**src/hw/rtl/mtg_pkg.sv**
```systemverilog
// Shared types and constants for the bounded uniform random generator.
package mtg_pkg;

	localparam int unsigned TW_N = 624;
	localparam int unsigned TW_M = 397;
	localparam int unsigned TW_AW = 10;
	localparam logic [31:0] TW_MATRIX = 32'h9908_B0DF;
	localparam logic [31:0] TW_UPPER = 32'h8000_0000;
	localparam logic [31:0] TW_LOWER = 32'h7FFF_FFFF;
	localparam logic [31:0] TW_INIT_MUL = 32'd1812433253;
	localparam logic [31:0] SEED_RESET = 32'd5489;

	localparam logic KIND_INT = 1'b0;
	localparam logic KIND_FRAC = 1'b1;

	// request word as classified by the front end
	typedef struct packed {
		logic        kind;
		logic        zero;
		logic [30:0] bound;
	} req_t;

	typedef struct packed {
		logic        done;
		logic [31:0] word;
	} draw_rsp_t;

	typedef struct packed {
		logic        done;
		logic [31:0] rem;
	} div_rsp_t;

endpackage

```
**src/hw/rtl/mtg_front.sv**
```systemverilog
// Front end: request intake, classification and a two-entry request queue.
module mtg_front import mtg_pkg::*; (
	input  logic        clk,
	input  logic        arst_n,
	input  logic        push,
	output logic        full,
	input  logic        kind,
	input  logic [30:0] bound,
	output logic        req_valid,
	output req_t        req_data,
	input  logic        req_pop
);

	req_t       ent_q [2];
	logic       wr_ptr_q;
	logic       rd_ptr_q;
	logic [1:0] cnt_q;
	logic       do_push;
	logic       do_pop;

	assign full = (cnt_q == 2'd2);
	assign do_push = push && !full;
	assign req_valid = (cnt_q != 2'd0);
	assign do_pop = req_pop && req_valid;
	assign req_data = ent_q[rd_ptr_q];

	always_ff @(posedge clk) begin
		if (do_push) begin
			ent_q[wr_ptr_q].kind <= kind;
			ent_q[wr_ptr_q].zero <= (kind == KIND_INT) && (bound == 31'd0);
			ent_q[wr_ptr_q].bound <= bound;
		end
	end

	always_ff @(posedge clk or negedge arst_n) begin
		if (!arst_n) begin
			wr_ptr_q <= 1'b0;
			rd_ptr_q <= 1'b0;
			cnt_q <= 2'd0;
		end else begin
			if (do_push) wr_ptr_q <= ~wr_ptr_q;
			if (do_pop) rd_ptr_q <= ~rd_ptr_q;
			unique case ({do_push, do_pop})
				2'b10: cnt_q <= cnt_q + 2'd1;
				2'b01: cnt_q <= cnt_q - 2'd1;
				default: cnt_q <= cnt_q;
			endcase
		end
	end

endmodule

```
**config.mk**
```make
export PLATFORM = sky130hd
export DESIGN_NAME = mtg_front
export DESIGN_NICKNAME = d
export VERILOG_FILES = /design/src/hw/rtl/mtg_pkg.sv /design/src/hw/rtl/mtg_front.sv
export SDC_FILE = /design/constraint.sdc
export NUM_CORES = 1
export LEC_CHECK = 0
export BUFFER_PORTS_ARGS = -buffer_cell sky130_fd_sc_hd__buf_2
export CORE_ASPECT_RATIO = 1.75
export CORE_MARGIN = 2
export CORE_UTILIZATION = 46
export CTS_CLUSTER_SIZE = 30
export DETAILED_ROUTE_END_ITERATION = 10
export PLACE_DENSITY = 0.83
export SLEW_MARGIN = 25
export SYNTH_ARGS = -nofsm -noshare
export SYNTH_HDL_FRONTEND = slang
export SYNTH_SLANG_ARGS = --single-unit
```
**constraint.sdc**
```tcl
create_clock -name clk -period 2.44 [get_ports clk]
set_input_delay 0.244 -clock clk [delete_from_list [all_inputs] [get_ports clk]]
set_output_delay 0.244 -clock clk [all_outputs]
set_load 0.01 [all_outputs]
```
==> After elaboration in Yosys (flattened, before gate mapping) <==
Memories as Yosys holds them, arrays and structs flattened.
Cells that the tools add are included.
{ "totals": {"output_inout_bits": 35, "regBits": 4, "rom_bits": 0, "mem_count": 1, "latchBits": 0, "ramBits": 66} }
{ "op_classes": {"magnitude_cmp": 0, "reduce_logical": 7, "addsub": 2, "n_div": 0, "shift": 0, "bitwise": 3, "eq_ne": 3, "n_mux": 3, "mul": 0} }
{ "memory_table": {"columns": ["memory", "words", "width", "rd", "rd_clocked_by_memory_dff", "write_ports", "line", "rtl"], "rows": [
  ["ent_q", 2, 33, 1, 0, 1, "mtg_front.sv:14", "req_t ent_q [2];"]
]} }
{ "op_table": {"columns": ["cell", "count"], "rows": [
  ["$logic_not 31->1", 1],
  ["$eq 2x2->1 const B", 2],
  ["$pmux 2 s2", 1],
  ["$reduce_bool 2->1", 2],
  ["$logic_and 1x1->1", 3],
  ["$not 1->1", 3],
  ["$add 2x1->2 const B", 1],
  ["$eq 2x1->1 const B", 1],
  ["$mux 1", 2],
  ["$sub 2x1->2 const B", 1],
  ["$logic_not 1->1", 1]
]} }

==> Longest topological paths before layout <==
{ "logic_depth": {"depth_word": 5, "depth_mapped": 6, "mapped_depth_nobuf": 6} }

==> Worst setup path before layout <==
Ideal clock, no wire load.
{ "synth_timing": {"kind": "register to register", "startpoint": "register cnt_q[0]", "endpoint": "memory ent_q[0][0] in the netlist's numbering (enable)", "setup_slack_ns": -0.009, "path_buffers": 0, "path_stages_with_launch": 4, "t_arrival_ns": 2.026, "synth_period_minus_slack_ns": 2.449, "cell_sequence": "dfrtp_1 nand2b_1 nand2_1 nor2_1"} }
{ "synth_via": {"elab_chain_cells": 5} }
{ "synth_lines": {"columns": ["element", "line", "rtl"], "rows": [
  ["start: declaration", "mtg_front.sv:17", "logic [1:0] cnt_q;"],
  ["start signal: assignment", "mtg_front.sv:44", "2'b10: cnt_q <= cnt_q + 2'd1;"],
  ["start signal: assignment", "mtg_front.sv:45", "2'b01: cnt_q <= cnt_q - 2'd1;"],
  ["start signal: assignment", "mtg_front.sv:46", "default: cnt_q <= cnt_q;"],
  ["$eq 2x2->1", "mtg_front.sv:21", "assign full = (cnt_q == 2'd2);"],
  ["$logic_not 1->1", "mtg_front.sv:22", "assign do_push = push && !full;"],
  ["$logic_and 1x1->1", "mtg_front.sv:22", null],
  ["$mux 1", "mtg_front.sv:28", "if (do_push) begin"],
  ["$mux 1 (not written as such)", "mtg_front.sv:31", "ent_q[wr_ptr_q].bound <= bound;"],
  ["end: declaration", "mtg_front.sv:14", null]
]} }
No other way between the ends.

==> summary.md <==
| Metric | Value |
|---|---|
| # port buffers | `70` |
| Row count | `36` |
| Post-DP HPWL | `3284 um` |
| Critical-path top delay cell | `mux2_2` |
| Top Metal Used | `met4` |
| Outcome | `finished clean` |
| Avg Cell Area, Syn | `just over 20 sq um` |
| Flops & latches, synth | `70` |
| WP data required | `2.20 ns` |
| Largest net degree at the start of global routing | `22` |
| First-pass GRT wire length | `approximately 6700 um` |
| Initial antenna violation count | `0` |
| CP Max Fanout | `21` |
| Met3 wire length | `197 um` |
| Initial core utilization | `47.69%` |
| Max cap viols | `0` |
| Clock Tree Buf Depth | `2` |
| HP Class | `in -> reg` |
| Worst endpoint data arrival time | `1.49 ns` |
| Setup TNS | `0 ns` |
| Chip width | `slightly above 60 um` |
| Routed Antenna Nets | `0` |
| Startpoint Class | `register` |
| Gate Count Post-Synth | `132` |
| Clk Latency, worst-skew pair | `about 0.33 ns` |
| Worst reg-to-reg path cell count | `4` |
| Period utilization | `71.05%` |
| Max stage delay on crit path | `0.39 ns` |
| Gr ovfl total | `0` |
| Vias/cell | `4.872` |
| Core Footprint | `about 5600 sq um` |
| Post-synthesis sequential area ratio | `approximately four fifths` |
| Design area | `3328 sq um` |
| Post-Syn Nets | `~170` |
| Wire length per cell | `15.62 um` |
| Iter 0 DRT Violations | `53` |
| IO Pins | `71` |
| Setup violators final | `0` |
| Hold path depth | `1` |
| Synth warn | `0` |
| CTS Buf Count | `9` |
| Layout cells sized above 1 | `57.27%` |
| DR vias | `1442` |
| Total length of routed wires | `4624 um` |
| # fillers | `445` |
| Number of global-route vias before repair | `1435` |
| Routability cong. | `around 0.72` |
| Ant. Diodes | `0` |
| Met2 wire length | `2512 um` |
| Mapped cell area | `2664 sq um` |
| Initial DRT Pass Iterations | `4` |
| Slew Limit Fails | `0` |
| CP Class | `reg -> out` |
| Nets@finish | `approximately 250` |
| Worst path depth | `3` |
| RSZ-0062 raised after global routing | `no` |
| Core Util, Final | `about three fifths` |
| Die Y | `between 100 and 150 um` |
| H-tree Lvls | `3` |
| Slew margin rel. | `68.65%` |
| Leak | `approximately 1.3 nW` |
| Final Hold Fails | `0` |
| # DRC | `0` |
| Total Routing Usage GR | `14.72%` |
| Maximum vdd ir drop | `0.7105 mV` |
| Clk_skew | `0.006730 ns` |
| Final Power | `3.827 mW` |
| Die ar. | `6440 sq um` |
| P&R area growth vs syn | `24.94%` |
| Slew at the pin closest to its max-slew limit | `about 0.47 ns` |
| Clock sinks | `70` |
| DRT met1 WL | `between 1500 and 2000 um` |
| Post-synth cell types | `16` |
| Cell family with most CP delay | `buffers and inverters` |
| Buf/Inv on CP | `2` |
| Clk root buf | `clkbuf_8` |
| Worst setup EP type | `output pin` |
| CTS tree | `yes` |
| Critical path, cell by cell | `buf_4 > mux2_2 > buf_2` |
| Placed Area | `3122 sq um` |
| Fmax | `576.8 MHz` |
| Hold_ws | `0.1106 ns` |
| Post-route minimum period | `~1.7 ns` |
| Power Dens Cells | `1150 nW/um^2` |
| Clk pin slew, worst setup/hold paths | `0.08 ns` |
[synthesized netlist by cell type]
library cell / number / area, sq um
edfxtp_1: 66 / 1982
mux2_2: 33 / 371.6
nor4_1: 8 / 50.05
buf_6: 4 / 45.04
dfrtp_1: 4 / 100.1
nor2_1: 3 / 11.26
xnor2_1: 3 / 26.28
nand4_1: 2 / 12.51
xor2_1: 2 / 17.52
and2_4: 1 / 8.760
and3_1: 1 / 6.260
ha_1: 1 / 12.51
inv_1: 1 / 3.750
nand2_1: 1 / 3.750
nand2b_1: 1 / 6.260
or2_1: 1 / 6.260
[metrics by stage]
step	cells	setup slack, ns
CTS	296	0.6677
global route	296	0.6079
finish	296	0.7063
global placement	279	0.8497
detailed placement	279	0.7739
floorplan	132	0.5333
[registers in the layout, summed over array words and instances, names as in the netlist]
signal    flops
cnt_q         2
ent_q        66
rd_ptr_q      1
wr_ptr_q      1
[what timing repair did]
action                     4_1_cts  5_1_grt
setup endpoints to repair        0        0
setup buffers                    0        0
hold buffers                     1        0
gates resized for setup          0        0
hold endpoints to repair         4        0
[final cells by class]
type | instances | area (sq um) | share of cell area (%)
Clock buffer | 9 | 123.9 | 3.722
Multi-Input combinational cell | 57 | 540.5 | 16.24
Clock inverter | 7 | 72.57 | 2.180
Inverter | 1 | 3.754 | 0.1128
Timing Repair Buffer | 76 | 410.4 | 12.33
Tap cell | 76 | 95.09 | 2.857
Sequential cell | 70 | 2082 | 62.56
[path summary, 6_finish.rpt]
kind,startpoint,endpoint,slack (ns)
min in group asynchronous,arst_n,wr_ptr_q,0.24
max in group asynchronous,arst_n,rd_ptr_q,2.08
setup / recovery,rd_ptr_q,req_data[18],0.71
setup reg to reg,cnt_q[0],ent_q[0][1],0.77
hold reg to reg,cnt_q[1],cnt_q[1],0.52
hold / removal,bound[8],ent_q[0][8],0.11
[per-layer routing]
layer / vias up / track usage (%)
li1: 684 / -
met1: 701 / 15.40
met2: 50 / 25.34
met3: 7 / 4.208
met4: 0 / 7.295
met5: - / 0
[where the power goes]
group	switching [mW]	total [mW]	internal, mW
sequential	0.0802	1.73	1.65
combinational	0.631	1.21	0.576
clock	0.422	0.895	0.473
[kinds of logic (layout without fill, tap and decap cells)]
| family | after synthesis | after routing | share of synthesized area [%] |
|---|---|---|---|
| adders and majority gates | 1 | 1 | 0.4696 |
| muxes | 33 | 33 | 13.95 |
| DFF | 70 | 70 | 78.16 |
| xor gates and xnor gates | 5 | 5 | 1.644 |
| and+or+nand+nor | 18 | 18 | 3.946 |
| buffers and inverters | 5 | 93 | 1.832 |
[placed cells by master, fill, tap and decap left out, drive strengths merged, types with 2 or more instances in the layout]
| master | n |
|---|---|
| buf | 75 |
| edfxtp | 66 |
| mux2 | 33 |
| clkbuf | 9 |
| nor4 | 8 |
| dfrtp | 4 |
| xnor2 | 3 |
| nor2 | 3 |
| clkinv | 3 |
| nand4 | 2 |
| xor2 | 2 |
| clkinvlp | 2 |
| inv | 2 |
(Power assumes the default switching activity.)
