$ cat src/hw/rtl/mtg_pkg.sv
// Shared types and constants for the bounded uniform random generator.
package mtg_pkg;

	localparam int unsigned TW_N = 624;
	localparam int unsigned TW_M = 397;
	localparam int unsigned TW_AW = 10;
	localparam logic [31:0] TW_MATRIX = 32'h9908_B0DF;
	localparam logic [31:0] TW_UPPER = 32'h8000_0000;
	localparam logic [31:0] TW_LOWER = 32'h7FFF_FFFF;
	localparam logic [31:0] TW_INIT_MUL = 32'd1812433253;
	localparam logic [31:0] SEED_RESET = 32'd5489;

	localparam logic KIND_INT = 1'b0;
	localparam logic KIND_FRAC = 1'b1;

	// request word as classified by the front end
	typedef struct packed {
		logic        kind;
		logic        zero;
		logic [30:0] bound;
	} req_t;

	typedef struct packed {
		logic        done;
		logic [31:0] word;
	} draw_rsp_t;

	typedef struct packed {
		logic        done;
		logic [31:0] rem;
	} div_rsp_t;

endpackage

$ cat src/hw/rtl/mtg_divider.sv
// Restoring divider, one quotient bit per cycle; returns the remainder only.
module mtg_divider import mtg_pkg::*; (
	input  logic        clk,
	input  logic        arst_n,
	input  logic        start,
	input  logic [31:0] dividend,
	input  logic [30:0] divisor,
	output div_rsp_t    rsp
);

	logic        busy_q;
	logic [5:0]  cnt_q;
	logic [31:0] dvd_q;
	logic [31:0] rem_q;
	logic [31:0] trial;
	logic [31:0] rem_next;

	assign trial = {rem_q[30:0], dvd_q[31]};
	assign rem_next = (trial >= {1'b0, divisor}) ? trial - {1'b0, divisor} : trial;

	assign rsp.done = busy_q && (cnt_q == 6'd32);
	assign rsp.rem = rem_q;

	always_ff @(posedge clk) begin
		if (start) begin
			dvd_q <= dividend;
			rem_q <= '0;
		end else if (busy_q && cnt_q != 6'd32) begin
			dvd_q <= {dvd_q[30:0], 1'b0};
			rem_q <= rem_next;
		end
	end

	always_ff @(posedge clk or negedge arst_n) begin
		if (!arst_n) begin
			busy_q <= 1'b0;
			cnt_q <= '0;
		end else if (start) begin
			busy_q <= 1'b1;
			cnt_q <= '0;
		end else if (busy_q) begin
			if (cnt_q == 6'd32) busy_q <= 1'b0;
			else cnt_q <= cnt_q + 6'd1;
		end
	end

endmodule

$ cat src/hw/rtl/mtg_back.sv
// Back end: runs requests against the twister, Lemire rejection, result register.
module mtg_back import mtg_pkg::*; (
	input  logic        clk,
	input  logic        arst_n,
	input  logic        req_valid,
	input  req_t        req_data,
	output logic        req_pop,
	output logic        draw_req,
	input  draw_rsp_t   draw_rsp,
	output logic        empty,
	input  logic        pop,
	output logic [30:0] number,
	output logic [63:0] fraction
);

	localparam logic [2:0] B_IDLE = 3'd0;
	localparam logic [2:0] B_LO = 3'd1;
	localparam logic [2:0] B_HI = 3'd2;
	localparam logic [2:0] B_INT = 3'd3;
	localparam logic [2:0] B_MUL = 3'd4;
	localparam logic [2:0] B_CHK = 3'd5;
	localparam logic [2:0] B_DIV = 3'd6;
	localparam logic [2:0] B_OUT = 3'd7;

	logic [2:0]  st_q;
	req_t        cur_q;
	logic [31:0] word_q;
	logic [31:0] lo_q;
	logic [62:0] prod_q;
	logic [31:0] thr_q;
	logic        thr_ok_q;
	logic [30:0] res_num_q;
	logic [63:0] res_frac_q;
	logic        out_valid_q;
	logic        div_start;
	div_rsp_t    div_rsp;
	logic        low_small;

	mtg_divider u_div (
		.clk     (clk),
		.arst_n  (arst_n),
		.start   (div_start),
		.dividend(32'd0 - {1'b0, cur_q.bound}),
		.divisor (cur_q.bound),
		.rsp     (div_rsp)
	);

	assign low_small = prod_q[31:0] < {1'b0, cur_q.bound};
	assign req_pop = (st_q == B_IDLE) && req_valid;
	assign draw_req = (st_q == B_LO) || (st_q == B_HI) || (st_q == B_INT);
	assign div_start = (st_q == B_CHK) && low_small && !thr_ok_q;
	assign empty = !out_valid_q;

	always_ff @(posedge clk) begin
		unique case (st_q)
			B_IDLE: begin
				cur_q <= req_data;
				res_num_q <= '0;
				res_frac_q <= '0;
			end
			B_LO: if (draw_rsp.done) lo_q <= draw_rsp.word;
			B_HI: if (draw_rsp.done) res_frac_q <= {draw_rsp.word, lo_q};
			B_INT: if (draw_rsp.done) word_q <= draw_rsp.word;
			B_MUL: prod_q <= {31'd0, word_q} * {32'd0, cur_q.bound};
			B_CHK: res_num_q <= prod_q[62:32];
			B_DIV: if (div_rsp.done) thr_q <= div_rsp.rem;
			B_OUT: begin
				if (!out_valid_q) begin
					number <= res_num_q;
					fraction <= res_frac_q;
				end
			end
			default: ;
		endcase
	end

	always_ff @(posedge clk or negedge arst_n) begin
		if (!arst_n) begin
			st_q <= B_IDLE;
			thr_ok_q <= 1'b0;
			out_valid_q <= 1'b0;
		end else begin
			if (pop && out_valid_q) out_valid_q <= 1'b0;
			unique case (st_q)
				B_IDLE: begin
					thr_ok_q <= 1'b0;
					if (req_valid) begin
						priority if (req_data.zero) st_q <= B_OUT;
						else if (req_data.kind == KIND_FRAC) st_q <= B_LO;
						else st_q <= B_INT;
					end
				end
				B_LO: if (draw_rsp.done) st_q <= B_HI;
				B_HI: if (draw_rsp.done) st_q <= B_OUT;
				B_INT: if (draw_rsp.done) st_q <= B_MUL;
				B_MUL: st_q <= B_CHK;
				B_CHK: begin
					// threshold (2^32 - bound) mod bound is needed only once per request
					priority if (!low_small) st_q <= B_OUT;
					else if (!thr_ok_q) st_q <= B_DIV;
					else if (prod_q[31:0] < thr_q) st_q <= B_INT;
					else st_q <= B_OUT;
				end
				B_DIV: begin
					if (div_rsp.done) begin
						thr_ok_q <= 1'b1;
						st_q <= B_CHK;
					end
				end
				B_OUT: begin
					if (!out_valid_q) begin
						out_valid_q <= 1'b1;
						st_q <= B_IDLE;
					end
				end
				default: st_q <= B_IDLE;
			endcase
		end
	end

endmodule
$ cat config.mk
export PLATFORM = sky130hd
export DESIGN_NAME = mtg_back
export DESIGN_NICKNAME = d
export VERILOG_FILES = /design/src/hw/rtl/mtg_pkg.sv /design/src/hw/rtl/mtg_divider.sv /design/src/hw/rtl/mtg_back.sv
export SDC_FILE = /design/constraint.sdc
export NUM_CORES = 2
export LEC_CHECK = 0
export BUFFER_PORTS_ARGS = -buffer_cell sky130_fd_sc_hd__buf_2
export CAP_MARGIN = 20
export CORE_MARGIN = 1.5
export CORE_UTILIZATION = 55
export DETAILED_ROUTE_END_ITERATION = 10
export PLACE_DENSITY = 0.83
export SLEW_MARGIN = 20
export SYNTH_ARGS = -nofsm -noshare
export SYNTH_HDL_FRONTEND = slang
export SYNTH_SLANG_ARGS = --single-unit
export TNS_END_PERCENT = 100
$ cat constraint.sdc
create_clock -name clk -period 7.8 [get_ports clk]
set_input_delay 0.78 -clock clk [delete_from_list [all_inputs] [get_ports clk]]
set_output_delay 0.78 -clock clk [all_outputs]
set_load 0.1 [all_outputs]
Word-level counts from Yosys, hierarchy flattened
Index checks and enable logic that the tools add are counted.
{"block": "op_classes", "add_sub_neg": 3, "mul": 1, "magnitude_cmp": 3, "eq_ne": 16, "mux": 29, "bitwise_logic": 1, "reduce_logical": 24}
{"op": "one-hot mux 64 bit (2 select lines)", "n": 1}
{"op": "two-way mux 32 bit", "n": 3}
{"op": "two-way mux 64 bit", "n": 1}
{"op": "multiplier 32 x 31 -> 63 bit", "n": 1}
{"op": "one-hot mux 31 bit (2 select lines)", "n": 1}
{"op": "greater-or-equal comparator 32 x 31 -> 1 bit", "n": 1}
{"op": "< comparator 32 x 31 -> 1 bit", "n": 1}
{"op": "< comparator 32 bit", "n": 1}
{"op": "subtractor 1 x 31 -> 32 bit (first input constant)", "n": 1}
{"op": "subtractor 32 x 31 -> 32 bit", "n": 1}
{"op": "two-way mux 3 bit", "n": 10}
{"op": "one-hot mux 3 bit (8 select lines)", "n": 1}
{"op": "two-way mux 6 bit", "n": 3}
{"op": "inequality test 2 bit (second input constant)", "n": 7}
{"op": "AND reduction 2 bit", "n": 7}
{"op": "== test 3 bit (second input constant)", "n": 4}
{"op": "nonzero test 2 bit", "n": 5}
{"op": "two-way mux 1 bit", "n": 7}
{"op": "adder 6 x 1 -> 6 bit (second input constant)", "n": 1}
{"op": "== test 3 x 2 -> 1 bit (second input constant)", "n": 2}
{"op": "== test 6 bit (second input constant)", "n": 1}
{"op": "logical AND 1 bit", "n": 6}
{"op": "inequality test 6 bit (second input constant)", "n": 1}
{"op": "AND reduction 6 bit", "n": 1}
{"op": "other kinds (7)", "n": 9}
{"block": "word_totals", "register_bits": 456, "in_bits": 70, "out_inout_bits": 98, "wordCells": 93}

Depth between registers and ports, before layout
{"block": "logic_depth", "ltp_word": 5, "ltp_mapped": 29, "ltp_nobuf": 27}

Modules after synthesis
From an unflattened synthesis, not the netlist that was laid out.
{"block": "hier_totals", "cells_unflattened": 4951, "area_unflattened_um2": 51655.8}
{"module": "mtg_back", "instances": 1, "cells_per_inst": 4380, "area_per_inst_um2": 46518.4, "seq_area_each_um2": 11536.1}
{"module": "mtg_divider", "instances": 1, "cells_per_inst": 571, "area_per_inst_um2": 5137.4, "seq_area_each_um2": 1776.7}

Worst setup path after synthesis
No wires, ideal clock.
{"block": "synth_timing", "path_type": "register -> register", "startpoint": "reg cur_q[10] in the netlist's numbering", "endpoint": "reg prod_q[61] (data pin)", "setup_time_ns": 0.256, "t_arrival_ns": 7.339, "required_ns": 7.544, "setup_slack_ns": 0.205, "path_stages_with_launch": 29, "path_buffers": 2, "period_less_slack_ns": 7.595, "path_cell_list": "edfxtp_1 > clkbuf_1 > buf_1 > nand2_1 > fa_1 > inv_1 > fa_1 > inv_1 > fa_1 > inv_1 > fa_1 > inv_1 > fa_1 > inv_1 > fa_1 > fa_1 > inv_1 > fa_1 > inv_1 > ha_1 > and3_1 > or4b_4 > or2_0 > o311ai_1 > a32oi_2 > a41o_4 > o31ai_4 > nand4_1 > o211a_1"}
{"block": "synth_between", "elab_chain_len": 1}
{"item": "from (decl)", "line_no": "mtg_back.sv:26", "rtl": "req_t cur_q;"}
{"item": "from (signal assigned)", "line_no": "mtg_back.sv:57", "rtl": "cur_q <= req_data;"}
{"item": "multiplier 32 x 31 -> 63 bit", "line_no": "mtg_back.sv:64", "rtl": "B_MUL: prod_q <= {31'd0, word_q} * {32'd0, cur_q.bound};"}
{"item": "to (signal assigned)", "line_no": "mtg_back.sv:64"}
{"item": "to (decl)", "line_no": "mtg_back.sv:29", "rtl": "logic [62:0] prod_q;"}
Every way passes these cells.
A chain may end at the register's enable or synchronous reset.

Worst setup path after layout
{"block": "layout_timing", "startpoint": "reg word_q[8]", "endpoint": "reg prod_q[59] (data pin)"}
{"block": "layout_between", "elab_chain_len": 1}
{"item": "from (decl)", "line_no": "mtg_back.sv:27", "rtl": "logic [31:0] word_q;"}
{"item": "from (signal assigned)", "line_no": "mtg_back.sv:63", "rtl": "B_INT: if (draw_rsp.done) word_q <= draw_rsp.word;"}
{"item": "multiplier 32 x 31 -> 63 bit", "line_no": "mtg_back.sv:64"}
Every way passes these cells.

==> flow_summary.toml <==
[routing]
dr.pass1.iters = 6
drt-wirelength-per-cell_um = 22.6
vias = 37400
drt_iter0_drc = 3490
drt_wl_total_um = 145000
vias_per_cell = 5.83
drcViolationCount = 0
ant_nets = 0

[sta]
post-route-period-util_pct = 100
period_minus_slack_ns = 7.84
holdWs_ns = 0.0236
max_freq_mhz = 128
setup_viol = 1
fin_tns_setup_ns = -0.0367
hold_viol = 0
final.setup_skew_ns = 0.0607
maxSlewViolCount = 0
worstMarginPinSlew_ns = 1.08
relSlewSlack_pct = 28.3
setup_ws_ns = -0.0367

[worst_setup_path]
path_class = "reg2reg"
crit_arrival_ns = 8.20
r2r-start = "word_q[8]"
r2r_slack_ns = -0.04
cp_common_cell = "fa_1"
start_kind = "flip-flop"
crit_required_ns = 8.17
crit_fanout = 10
crit_path_top_delay_cell = "fa_1"
setup.worst_path.start = "word_q[8]"
slowest_delay_ns = 0.59
cp-end-kind = "flip-flop"

[cells_and_area]
layout_commonest_cell = "inv_1"
nNetsFinal = 6404
syn_to_final_growth_pct = 12.1
nFillCells = 6899
final_cell_mix = "inv_1 (881), fa_1 (848), and2_1 (616)"
drive_gt1_share_pct = 12.4
stdcell_area_um2 = 57700

[placement]
gp_congestion = 0.973
preCtsSetupSlack_ns = -0.00665
place_hpwl_um = 104000
io_buffers = 167
dpl_cell_area_um2 = 54800

[cts]
clock-root-buffer = "clkbuf_16"
ctsHoldBuffers = 0
clk_pin_slew_ns = 0.06
clock_latency_ns = 0.67
cts_tree = "done"
cts.htree.levels = 2
clockBufferDepth = 3
clock-sinks = 456
cts_buffers = 51

[run_status]
violations = "setup timing"
outcome = "complete, but fails checks"

[floorplan]
rows = 112
core_area_um2 = 93000
fp.dieW_um = 309
die_area_um2 = 95400
initial_core_util_pct = 55.3
boundaryPins = 168
fp.dieH_um = 309

[logic_synthesis]
syn_nets = 6210
async_flop_share_pct = 2.63
synth_edf_count = 412
synth_seq_cells = 456
synth_cell_type_count = 95
ys_warn_count = 0
syn_area_per_cell_um2 = 10.5
yosysSeqAreaShare_pct = 25.9
synth_ff_type = "edfxtp_1"
netlist_instances = 4922
synthesis.area_um2 = 51500

[global_route]
grtUsageTotal_pct = 29.7
grt_pass1_vias = 39400
grt_overflow = 0
grt_pass1_wl_um = 217000
grt_start_max_net_pins = 65
grt_antenna_before_repair = 3

[hold_path]
hp-class = "in2async"

[job]
cap_viol_max_count = 0
cell usage after synthesis (20+ instances only):
cell	instances	area share, %
nor3_1	31	0.30
clkbuf_1	246	1.8
a31oi_1	20	0.24
a21o_1	52	0.76
edfxtp_1	412	24
xor2_1	25	0.43
a211oi_1	31	0.45
fa_1	867	34
and2_1	620	7.5
o21bai_1	23	0.34
xnor2_1	78	1.3
o21ai_0	76	0.74
a21oi_1	120	1.2
nand2_1	593	4.3
mux2_2	27	0.59
nor2_1	109	0.79
ha_1	351	8.5
inv_1	885	6.5
dfxtp_1	32	1.2
nand4_1	32	0.39
nand3_1	31	0.30
final cells by class:
cell class	instances	area, µm²	share of cell area [%]
Multi-Input combinational cell	3309	34300	59.4
Timing Repair Buffer	413	3540	6.13
Antenna cell	5	12.5	0.0217
Sequential cell	456	13300	23.1
Tap cell	1254	1570	2.72
Inverter	885	3320	5.76
Clock inverter	23	258	0.447
Clock buffer	72	1420	2.45
per-stage QoR:
step	util, %	std cells
3_3_place_gp	58.9	6257
4_1_cts	60.7	6356
3_5_place_dp	58.9	6257
6_report	62.0	6417
5_1_grt	62.0	6413
2_1_floorplan	-	4922
layer usage:
layer	part of all wire [%]	global-route usage, %
met1	34	35.6
met2	48	50.0
met3	9.1	5.06
met4	8.2	18.9
met5	0	0
sequential cells by signal, indices dropped and copies added, names as in the netlist:
register,cells
cur_q,31
fraction,64
lo_q,32
number,31
out_valid_q,1
prod_q,63
res_frac_q,64
res_num_q,31
st_q,3
thr_ok_q,1
thr_q,32
u_div.busy_q,1
u_div.cnt_q,6
u_div.dvd_q,32
u_div.rem_q,32
word_q,32
worst max-delay path: cells and delay by family (launching register included):
family | cells | cell delay, ns
XOR/XNOR | 1 | 0.15
buffers and inverters | 8 | 1.17
flip-flops | 1 | 0.46
adder cells (fa/ha/maj) | 9 | 4.08
AND/OR/NAND/NOR | 2 | 0.40
AO/OA/AOI/OAI | 6 | 1.27
final timing paths:
check / depth (start not counted) / end
worst max-delay path: 26 / prod_q[59]
worst min-delay path: 1 / thr_ok_q
worst max register to register: 26 / prod_q[59]
worst min register to register: 0 / number[6]
max in group asynchronous: 1 / u_div.cnt_q[3]
min in group clk: 1 / cur_q[25]
cells by family (layout without fill, tap and decap cells):
logic type	after synthesis	count (layout)	synth area share, %
compound gates	439	439	5.80
xor+xnor	103	103	1.75
mux	33	33	0.710
fa+ha+maj	1218	1218	42.3
other cells	0	5	0
simple gates	1516	1516	15.1
flops	456	456	25.9
buf+inv	1157	1393	8.51
timing repair:
item	CTS	global route
gates cloned	0	8
pin swaps	1	76
setup buffers	4	48
endpoints found under the setup margin	6	21
resized for setup	3	126
Power is not shown: default switching activity piles up to over one toggle a cycle in this logic, so the estimate is an artifact.
